**src/rtl/tcce_pkg.sv**
```systemverilog
package tcce_pkg;

  localparam int CHAR_W = 8;
  localparam int ATTR_W = 8;
  localparam int CELL_W = 11;

  localparam logic CMD_PUT   = 1'b0;
  localparam logic CMD_CLEAR = 1'b1;

  localparam logic [CHAR_W-1:0] CHAR_NUL   = 8'h00;
  localparam logic [CHAR_W-1:0] CHAR_TAB   = 8'h09;
  localparam logic [CHAR_W-1:0] CHAR_LF    = 8'h0A;
  localparam logic [CHAR_W-1:0] CHAR_CR    = 8'h0D;
  localparam logic [CHAR_W-1:0] CHAR_SPACE = 8'h20;

  localparam logic [ATTR_W-1:0] ATTR_RESET = 8'h07;

  // Kind of work the back end has to do for one word.
  typedef enum logic [2:0] {
    CLS_NONE,
    CLS_NEWLINE,
    CLS_TAB,
    CLS_PRINT,
    CLS_CLEAR
  } item_class_t;

  typedef struct packed {
    item_class_t       cls;
    logic [CHAR_W-1:0] char_code;
  } item_t;

  typedef struct packed {
    logic              write_valid;
    logic [CELL_W-1:0] write_cell;
    logic [CHAR_W-1:0] write_char;
    logic [ATTR_W-1:0] write_attr;
    logic              scroll_up;
    logic              clear_all;
    logic [CELL_W-1:0] cursor_cell;
  } result_t;

endpackage

```
**src/rtl/tcce_fifo.sv**
```systemverilog
module tcce_fifo #(
  parameter int WIDTH = 8,
  parameter int DEPTH = 2
) (
  input  logic             clk,
  input  logic             rst_n,
  input  logic             push,
  input  logic [WIDTH-1:0] wr_data,
  output logic             full,
  input  logic             pop,
  output logic [WIDTH-1:0] rd_data,
  output logic             empty
);

  localparam int PTR_W = (DEPTH > 1) ? $clog2(DEPTH) : 1;
  localparam int CNT_W = $clog2(DEPTH + 1);

  logic [WIDTH-1:0] mem_r [DEPTH];
  logic [PTR_W-1:0] wr_ptr_r, wr_ptr_nxt;
  logic [PTR_W-1:0] rd_ptr_r, rd_ptr_nxt;
  logic [CNT_W-1:0] cnt_r, cnt_nxt;
  logic             do_push;
  logic             do_pop;

  assign full    = (cnt_r == CNT_W'(DEPTH));
  assign empty   = (cnt_r == '0);
  assign do_push = push && !full;
  assign do_pop  = pop && !empty;
  assign rd_data = mem_r[rd_ptr_r];

  always_comb begin
    wr_ptr_nxt = wr_ptr_r;
    rd_ptr_nxt = rd_ptr_r;
    if (do_push) begin
      wr_ptr_nxt = (wr_ptr_r == PTR_W'(DEPTH - 1)) ? '0 : wr_ptr_r + 1'b1;
    end
    if (do_pop) begin
      rd_ptr_nxt = (rd_ptr_r == PTR_W'(DEPTH - 1)) ? '0 : rd_ptr_r + 1'b1;
    end
    unique case ({do_push, do_pop})
      2'b10:   cnt_nxt = cnt_r + 1'b1;
      2'b01:   cnt_nxt = cnt_r - 1'b1;
      default: cnt_nxt = cnt_r;
    endcase
  end

  always_ff @(posedge clk) begin
    if (!rst_n) begin
      wr_ptr_r <= '0;
      rd_ptr_r <= '0;
      cnt_r    <= '0;
    end else begin
      wr_ptr_r <= wr_ptr_nxt;
      rd_ptr_r <= rd_ptr_nxt;
      cnt_r    <= cnt_nxt;
    end
  end

  always_ff @(posedge clk) begin
    if (do_push) begin
      mem_r[wr_ptr_r] <= wr_data;
    end
  end

endmodule

```
**src/rtl/tcce_front.sv**
```systemverilog
module tcce_front #(
  parameter int QUEUE_DEPTH = 2
) (
  input  logic                        clk,
  input  logic                        rst_n,
  input  logic                        in_push,
  input  logic                        in_cmd,
  input  logic [tcce_pkg::CHAR_W-1:0] in_char_code,
  output logic                        in_full,
  input  logic                        item_pop,
  output tcce_pkg::item_t             item,
  output logic                        item_empty
);

  tcce_pkg::item_t cls_item;

  // Sort each word into the kind of cursor work it needs.
  always_comb begin
    cls_item.char_code = in_char_code;
    if (in_cmd == tcce_pkg::CMD_CLEAR) begin
      cls_item.cls = tcce_pkg::CLS_CLEAR;
    end else if (in_char_code == tcce_pkg::CHAR_NUL) begin
      cls_item.cls = tcce_pkg::CLS_NONE;
    end else if (in_char_code == tcce_pkg::CHAR_LF || in_char_code == tcce_pkg::CHAR_CR) begin
      cls_item.cls = tcce_pkg::CLS_NEWLINE;
    end else if (in_char_code == tcce_pkg::CHAR_TAB) begin
      cls_item.cls = tcce_pkg::CLS_TAB;
    end else begin
      cls_item.cls = tcce_pkg::CLS_PRINT;
    end
  end

  tcce_fifo #(
    .WIDTH ($bits(tcce_pkg::item_t)),
    .DEPTH (QUEUE_DEPTH)
  ) u_item_queue (
    .clk     (clk),
    .rst_n   (rst_n),
    .push    (in_push),
    .wr_data (cls_item),
    .full    (in_full),
    .pop     (item_pop),
    .rd_data (item),
    .empty   (item_empty)
  );

endmodule

```
**src/rtl/tcce_back.sv**
```systemverilog
module tcce_back #(
  parameter int SCREEN_COLUMNS = 80,
  parameter int SCREEN_ROWS    = 25,
  parameter int TAB_STOP       = 4
) (
  input  logic                        clk,
  input  logic                        rst_n,
  input  tcce_pkg::item_t             item,
  input  logic                        item_empty,
  output logic                        item_pop,
  input  logic [tcce_pkg::ATTR_W-1:0] text_attr,
  input  logic                        res_full,
  output logic                        res_push,
  output tcce_pkg::result_t           res
);

  localparam int COL_W      = $clog2(SCREEN_COLUMNS);
  localparam int ROW_W      = (SCREEN_ROWS > 1) ? $clog2(SCREEN_ROWS) : 1;
  localparam int PH_W       = (TAB_STOP > 1) ? $clog2(TAB_STOP) : 1;
  localparam int BASE_W     = ROW_W + COL_W;
  localparam int COLT_W     = $clog2(SCREEN_COLUMNS + TAB_STOP);
  localparam int MAX_WRAPS  = (SCREEN_COLUMNS - 1 + TAB_STOP) / SCREEN_COLUMNS;
  localparam int WRAP_STEP  = SCREEN_COLUMNS % TAB_STOP;

  logic [COL_W-1:0]  col_r, col_nxt;
  logic [PH_W-1:0]   ph_r, ph_nxt;
  logic [ROW_W-1:0]  row_r, row_nxt;
  logic [BASE_W-1:0] base_r, base_nxt;

  logic              at_last_row;
  logic              col_last;
  logic [PH_W:0]     ph_inc;
  logic [COLT_W-1:0] tab_sum;
  logic [COLT_W-1:0] tab_col;
  logic [PH_W-1:0]   tab_ph;
  logic              tab_wrap;

  assign item_pop    = !item_empty && !res_full;
  assign res_push    = item_pop;
  assign at_last_row = (row_r == ROW_W'(SCREEN_ROWS - 1));
  assign col_last    = ((COL_W + 1)'(col_r) + 1'b1 == (COL_W + 1)'(SCREEN_COLUMNS));
  assign ph_inc      = (PH_W + 1)'(ph_r) + 1'b1;

  // Tab target column. The sum is a multiple of the tab stop, so its phase is
  // zero; each wrap past the row end shifts the phase by the width remainder.
  always_comb begin
    tab_sum  = COLT_W'(col_r) - COLT_W'(ph_r) + COLT_W'(TAB_STOP);
    tab_wrap = (tab_sum >= COLT_W'(SCREEN_COLUMNS));
    tab_col  = tab_sum;
    tab_ph   = '0;
    for (int k = 0; k < MAX_WRAPS; k++) begin
      if (tab_col >= COLT_W'(SCREEN_COLUMNS)) begin
        tab_col = tab_col - COLT_W'(SCREEN_COLUMNS);
        if (tab_ph >= PH_W'(WRAP_STEP)) begin
          tab_ph = tab_ph - PH_W'(WRAP_STEP);
        end else begin
          tab_ph = PH_W'((PH_W + 1)'(tab_ph) + (PH_W + 1)'(TAB_STOP - WRAP_STEP));
        end
      end
    end
  end

  always_comb begin
    logic advance;
    advance  = 1'b0;
    col_nxt  = col_r;
    ph_nxt   = ph_r;
    row_nxt  = row_r;
    base_nxt = base_r;
    res      = '0;

    unique case (item.cls)
      tcce_pkg::CLS_CLEAR: begin
        res.clear_all  = 1'b1;
        res.write_char = tcce_pkg::CHAR_SPACE;
        res.write_attr = text_attr;
        col_nxt        = '0;
        ph_nxt         = '0;
        row_nxt        = '0;
        base_nxt       = '0;
      end
      tcce_pkg::CLS_NEWLINE: begin
        col_nxt = '0;
        ph_nxt  = '0;
        advance = 1'b1;
      end
      tcce_pkg::CLS_TAB: begin
        if (tab_wrap) begin
          col_nxt = tab_col[COL_W-1:0];
          ph_nxt  = tab_ph;
          advance = 1'b1;
        end else begin
          col_nxt = tab_sum[COL_W-1:0];
          ph_nxt  = '0;
        end
      end
      tcce_pkg::CLS_PRINT: begin
        res.write_valid = 1'b1;
        res.write_cell  = tcce_pkg::CELL_W'((BASE_W + 1)'(base_r) + (BASE_W + 1)'(col_r));
        res.write_char  = item.char_code;
        res.write_attr  = text_attr;
        if (col_last) begin
          col_nxt = '0;
          ph_nxt  = '0;
          advance = 1'b1;
        end else begin
          col_nxt = col_r + 1'b1;
          ph_nxt  = (ph_inc == (PH_W + 1)'(TAB_STOP)) ? '0 : ph_inc[PH_W-1:0];
        end
      end
      default: begin
      end
    endcase

    if (advance) begin
      if (at_last_row) begin
        res.scroll_up = 1'b1;
      end else begin
        row_nxt  = row_r + 1'b1;
        base_nxt = base_r + BASE_W'(SCREEN_COLUMNS);
      end
    end

    res.cursor_cell = tcce_pkg::CELL_W'((BASE_W + 1)'(base_nxt) + (BASE_W + 1)'(col_nxt));
  end

  always_ff @(posedge clk) begin
    if (!rst_n) begin
      col_r  <= '0;
      ph_r   <= '0;
      row_r  <= '0;
      base_r <= '0;
    end else if (item_pop) begin
      col_r  <= col_nxt;
      ph_r   <= ph_nxt;
      row_r  <= row_nxt;
      base_r <= base_nxt;
    end
  end

  a_col_in_range: assert property (@(posedge clk) disable iff (!rst_n)
    (COL_W + 1)'(col_r) < (COL_W + 1)'(SCREEN_COLUMNS))
    else $error("cursor column left the screen");

  a_row_in_range: assert property (@(posedge clk) disable iff (!rst_n)
    (ROW_W + 1)'(row_r) < (ROW_W + 1)'(SCREEN_ROWS))
    else $error("cursor row left the screen");

  a_base_tracks_row: assert property (@(posedge clk) disable iff (!rst_n)
    (BASE_W + 8)'(base_r) == (BASE_W + 8)'(row_r) * (BASE_W + 8)'(SCREEN_COLUMNS))
    else $error("row base out of step with cursor row");

  a_clear_homes: assert property (@(posedge clk) disable iff (!rst_n)
    (item_pop && item.cls == tcce_pkg::CLS_CLEAR) |=> (col_r == '0 && row_r == '0))
    else $error("clear did not home the cursor");

endmodule

```
**src/rtl/text_console_cursor_engine_top.sv**
```systemverilog
// Text console cursor engine.
// Input channel: a word is one character byte (in_char_code) or a clear
// command (in_cmd high). It is taken at a rising edge with in_push high and
// in_full low. Result channel: one result word per input word, in order, on
// the out_ ports while out_empty is low; it is taken with out_pop high.
// Configuration: cfg_wr_en with cfg_wr_data loads the text attribute. The user
// must see that it is changed only while no word is in flight; the block does not enforce it.
// A taken word is registered in the item queue, passes the back end and is
// registered in the output queue before it shows on the result ports. One
// word per cycle is sustained while the receiver keeps popping: the small
// queues on either side of the back end keep both channels streaming.
// When the receiver stalls, results collect in the output queue, then the
// item queue fills and in_full rises; nothing is dropped.
// Synchronous reset homes the cursor to cell 0, empties both queues and sets
// the attribute to 0x07.
// QUEUE_DEPTH and OUT_DEPTH must be at least 2 for full rate.
module text_console_cursor_engine_top #(
  parameter int SCREEN_COLUMNS = 80,
  parameter int SCREEN_ROWS    = 25,
  parameter int TAB_STOP       = 4,
  parameter int QUEUE_DEPTH    = 2,
  parameter int OUT_DEPTH      = 2
) (
  input  logic                        clk,
  input  logic                        rst_n,
  // Input channel
  input  logic                        in_push,
  output logic                        in_full,
  input  logic                        in_cmd,
  input  logic [tcce_pkg::CHAR_W-1:0] in_char_code,
  // Result channel
  output logic                        out_empty,
  input  logic                        out_pop,
  output logic                        out_write_valid,
  output logic [tcce_pkg::CELL_W-1:0] out_write_cell,
  output logic [tcce_pkg::CHAR_W-1:0] out_write_char,
  output logic [tcce_pkg::ATTR_W-1:0] out_write_attr,
  output logic                        out_scroll_up,
  output logic                        out_clear_all,
  output logic [tcce_pkg::CELL_W-1:0] out_cursor_cell,
  // Configuration
  input  logic                        cfg_wr_en,
  input  logic [tcce_pkg::ATTR_W-1:0] cfg_wr_data
);

  logic [tcce_pkg::ATTR_W-1:0] text_attr_r;

  tcce_pkg::item_t   item;
  logic              item_empty;
  logic              item_pop;
  tcce_pkg::result_t res;
  logic              res_push;
  logic              res_full;
  tcce_pkg::result_t out_word;

  // The user must see that the attribute register only changes while the engine
  // is idle; the block does not enforce it. The back end reads it directly.
  always_ff @(posedge clk) begin
    if (!rst_n) begin
      text_attr_r <= tcce_pkg::ATTR_RESET;
    end else if (cfg_wr_en) begin
      text_attr_r <= cfg_wr_data;
    end
  end

  // Front end: classifies each word and queues it for the back end.
  tcce_front #(
    .QUEUE_DEPTH (QUEUE_DEPTH)
  ) u_front (
    .clk          (clk),
    .rst_n        (rst_n),
    .in_push      (in_push),
    .in_cmd       (in_cmd),
    .in_char_code (in_char_code),
    .in_full      (in_full),
    .item_pop     (item_pop),
    .item         (item),
    .item_empty   (item_empty)
  );

  // Back end: owns the cursor and builds one result word per item.
  tcce_back #(
    .SCREEN_COLUMNS (SCREEN_COLUMNS),
    .SCREEN_ROWS    (SCREEN_ROWS),
    .TAB_STOP       (TAB_STOP)
  ) u_back (
    .clk        (clk),
    .rst_n      (rst_n),
    .item       (item),
    .item_empty (item_empty),
    .item_pop   (item_pop),
    .text_attr  (text_attr_r),
    .res_full   (res_full),
    .res_push   (res_push),
    .res        (res)
  );

  // Output queue decouples the back end from a stalling receiver.
  tcce_fifo #(
    .WIDTH ($bits(tcce_pkg::result_t)),
    .DEPTH (OUT_DEPTH)
  ) u_out_queue (
    .clk     (clk),
    .rst_n   (rst_n),
    .push    (res_push),
    .wr_data (res),
    .full    (res_full),
    .pop     (out_pop),
    .rd_data (out_word),
    .empty   (out_empty)
  );

  assign out_write_valid = out_word.write_valid;
  assign out_write_cell  = out_word.write_cell;
  assign out_write_char  = out_word.write_char;
  assign out_write_attr  = out_word.write_attr;
  assign out_scroll_up   = out_word.scroll_up;
  assign out_clear_all   = out_word.clear_all;
  assign out_cursor_cell = out_word.cursor_cell;

endmodule
```
**config.mk**
```make
export PLATFORM = sky130hd
export DESIGN_NAME = text_console_cursor_engine_top
export DESIGN_NICKNAME = d
export VERILOG_FILES = /design/src/rtl/tcce_pkg.sv /design/src/rtl/tcce_fifo.sv /design/src/rtl/tcce_front.sv /design/src/rtl/tcce_back.sv /design/src/rtl/text_console_cursor_engine_top.sv
export SDC_FILE = /design/constraint.sdc
export NUM_CORES = 1
export LEC_CHECK = 0
export BUFFER_PORTS_ARGS = -buffer_cell sky130_fd_sc_hd__buf_2
export CAP_MARGIN = 5
export CORE_UTILIZATION = 50
export CTS_CLUSTER_DIAMETER = 100
export DETAILED_ROUTE_END_ITERATION = 10
export PLACE_DENSITY = 0.69
export SYNTH_ARGS = -nofsm -noshare
export SYNTH_HDL_FRONTEND = slang
export SYNTH_SLANG_ARGS = --single-unit
```
**constraint.sdc**
```tcl
create_clock -name clk -period 11.2 [get_ports clk]
set_input_delay 0 -clock clk [delete_from_list [all_inputs] [get_ports clk]]
set_output_delay 0 -clock clk [all_outputs]
set_load 0.01 [all_outputs]
```
==> flow_summary.json <==
{
  "drv_cap": 0,
  "numPortBuffers": 64,
  "path_cells": "ha_1, ha_1, inv_1, fa_1, nor2b_1, or4_1, nand2_1, ha_1, nand4b_1, nor2_1, a2111oi_4, o32ai_4, nand2_1, mux2i_1, ha_1, a21boi_0, o21a_1, o21a_1, nor2_1, a311o_1, xnor2_1",
  "final_util": 0.616,
  "worst_pin_slew_ns": 1.07,
  "power_density_nw_per_um2": 262,
  "netlist_area_sq_um": 7330,
  "areaGrowthSynthToFinish_pct": 18.5,
  "seq_area_sq_um": 3990,
  "crit_path_max_fanout": 12,
  "p_sw_uw": 799,
  "cts_resized": 0,
  "root_buffer": "clkbuf_16",
  "coreArea_sq_um": 14100,
  "crit_required_ns": 11.36,
  "wl_mm": 15.3,
  "grt_setup_unrepaired": "false",
  "critPathSlowestCell": "dfxtp_1",
  "antenna_left": 0,
  "dieArea_sq_um": 15100,
  "yosysSeqAreaShare": 0.544,
  "gp_congestion": 0.901,
  "ios": 65,
  "drtIter0Drc": 366,
  "nNetsFinal": 773,
  "post_cts_buffers": 0,
  "path_class": "reg2reg",
  "sw_frac_of_total": 0.351,
  "synth.distinct_cells": 69,
  "dr.pass1.iters": 5,
  "crit_path_max_incr_delay_ns": 0.54,
  "finalSetupViolCount": 0,
  "ctsHoldBuffers": 26,
  "relSlewSlack": 0.285,
  "status": "complete, no violations",
  "clkLatencyLatePin_ns": 0.42,
  "fmax_mhz": 177,
  "wire_per_inst_um": 16.8,
  "layout-drive-gt1-share": 0.219,
  "yosysTopAreaCell": "edfxtp_1",
  "ys_top_cells_by_area": "edfxtp_1 (43%), dfxtp_1 (12%), mux2_2 (6.5%)",
  "path_buf_inv": 1,
  "dieWidth_um": 123,
  "antenna_found_initial": 0,
  "internal-power_mw": 1.48,
  "ys.flop_type": "edfxtp_1",
  "die_y_um": 123,
  "async_flop_share": 0,
  "diodes": 0,
  "syn_avg_cell_area_sq_um": 11.7,
  "grt_pass1_wl_mm": 24.5,
  "layout_worst_path_cycle_share": 0.503,
  "start_util": 0.520,
  "critPathLaunchType": "register",
  "nFillCells": 1112,
  "period_needed_ns": 5.64,
  "cts_made_buffers": 17,
  "arrival_ns": 5.80,
  "crit_family": "compound AO/OA/AOI/OAI gates",
  "htree_levels": 4,
  "yosys.area.top_type_share": 0.426,
  "hold_path.class": "in2reg",
  "final-hold-violation-count": 0,
  "slew_violations": 0,
  "vdd_drop_max_mv": 0.163,
  "cts.sinks": 147,
  "avgViaCountPerCell": 5.55,
  "power.leakage_nw": 3.38,
  "fin_tns_setup_ns": 0,
  "grt_overflow": 0,
  "grt_max_degree": 42,
  "worst_path_most_repeated_cell": "ha_1",
  "clk_pin_slew_worst_paths_ns": 0.06,
  "p_seq_frac": 0.380,
  "p_clk_frac": 0.252,
  "finalClockSkew_ns": 0.00952,
  "end_kind": "register",
  "synth-seq-cells": 147,
  "syn_inst": 626,
  "dpl.hpwl_mm": 10.1,
  "track_usage": 0.215,
  "syn-num-nets": 685,
  "clockBufferDepth": 2,
  "multiInputGateArea_sq_um": 3130,
  "synth.yosys.warnings": 0,
  "synth-edff-count": 104,
  "rows": 43,
  "p_comb_frac": 0.368,
  "num_vias": 5036,
  "grt_pass1_vias": 4986,
  "drc": 0,
  "cts_tree": "built"
}
-- metrics by stage --
stage          cells  setup slack [ns]  power [mW]  hold WS (ns)  cell area [sq um]
3_3_place_gp     849              5.99        1.68         0.214               7810
4_1_cts          907              5.61        2.29       0.00179               8680
6_report         907              5.56        2.28        0.0168               8680
5_1_grt          907              5.10        2.42        0.0271               8680
3_5_place_dp     849              5.67        1.71         0.225               7810
2_1_floorplan    626              6.35        1.44        0.0619               7330
-- cells in the mapped netlist (all sizes together) (4+ instances only) --
library cell / instances
nor2b: 6
ha: 34
and2: 19
a31oi: 5
o21ai: 22
a22oi: 4
mux2: 42
mux2i: 21
nor3: 13
xnor2: 19
a21oi: 31
inv: 31
xor2: 10
or2: 5
nor3b: 4
a21o: 6
or3: 5
buf: 12
nand3: 12
clkbuf: 13
nor2: 74
dfxtp: 43
nand2: 28
edfxtp: 104
-- power by group through the flow --
stage	registers (mW)	logic, mW	clock network, mW
after detailed placement	0.877	0.830	0
final	0.866	0.839	0.574
after global routing	0.885	0.932	0.603
after CTS	0.868	0.845	0.580
after floorplan	0.824	0.616	0
after global placement	0.867	0.817	0
-- cells by family after synthesis --
group	share of synthesized area
buffers and inverters	0.0307
AND/OR/NAND/NOR	0.125
AO/OA/AOI/OAI	0.107
XOR/XNOR	0.0347
flip-flops	0.544
adder cells (fa/ha/maj)	0.0662
multiplexers	0.0932
-- metal layers --
layer | GRT usage | routed length, um | up-vias
met5 | 0 | 0 | -
met4 | 0.0896 | 287 | 0
met3 | 0.0438 | 755 | 27
met2 | 0.366 | 7550 | 146
met1 | 0.265 | 6680 | 2398
li1 | - | - | 2465
-- worst reg2reg max path, stage by stage, from the launching register on --
cell and delay, ns:
dfxtp_1 0.54, ha_1 0.31, ha_1 0.23, inv_1 0.08
fa_1 0.27, nor2b_1 0.09, or4_1 0.49, nand2_1 0.15
ha_1 0.16, nand4b_1 0.09, nor2_1 0.29, a2111oi_4 0.09
o32ai_4 0.49, nand2_1 0.35, mux2i_1 0.32, ha_1 0.23
a21boi_0 0.33, o21a_1 0.19, o21a_1 0.14, nor2_1 0.06
a311o_1 0.33, xnor2_1 0.15
-- final cells by class --
class                      instances  share of cell area
clock inverter                     8              0.0101
tap                              180              0.0259
timing repair buffer              94              0.0703
multi-input combinational        421               0.360
clock buffer                      24              0.0604
inverter                          33              0.0143
sequential                       147               0.459
-- state kept, by name, indices dropped and copies added (netlist names), named ones only --
| signal | flops |
|---|---|
| u_back.ph_r | 2 |
| u_out_queue.cnt_r | 2 |
| u_front.u_item_queue.rd_ptr_r | 1 |
| u_front.u_item_queue.wr_ptr_r | 1 |
| u_back.base_r | 11 |
| u_out_queue.mem_r | 82 |
| u_out_queue.wr_ptr_r | 1 |
| u_front.u_item_queue.cnt_r | 2 |
| u_back.row_r | 5 |
| u_back.col_r | 7 |
| u_front.u_item_queue.mem_r | 22 |
| u_out_queue.rd_ptr_r | 1 |
| text_attr_r | 8 |
-- path summary, 6_finish.rpt --
kind / from / end / slack (ns) / cells past startpoint
worst min register to register: u_back.base_r[2] / u_back.base_r[2] / 0.49 / 1
worst max-delay path: u_back.col_r[1] / u_out_queue.mem_r[1][10] / 5.56 / 21
worst min-delay path: cfg_wr_en / text_attr_r[5] / 0.02 / 3
worst max register to register: u_back.col_r[1] / u_out_queue.mem_r[1][10] / 5.56 / 21
-- layout by cell type (no fill, tap or decap), types with 13 or more instances in the layout --
master,count
edfxtp_1,104
nor2_1,73
buf_2,64
mux2_2,42
dfxtp_1,42
ha_1,34
a21oi_1,31
inv_1,30
nand2_1,28
dlygate4sd3_1,26
mux2i_1,21
o21ai_0,19
xnor2_1,19
clkbuf_16,19
and2_1,18
nor3_1,13
(Power assumes the default switching activity.)
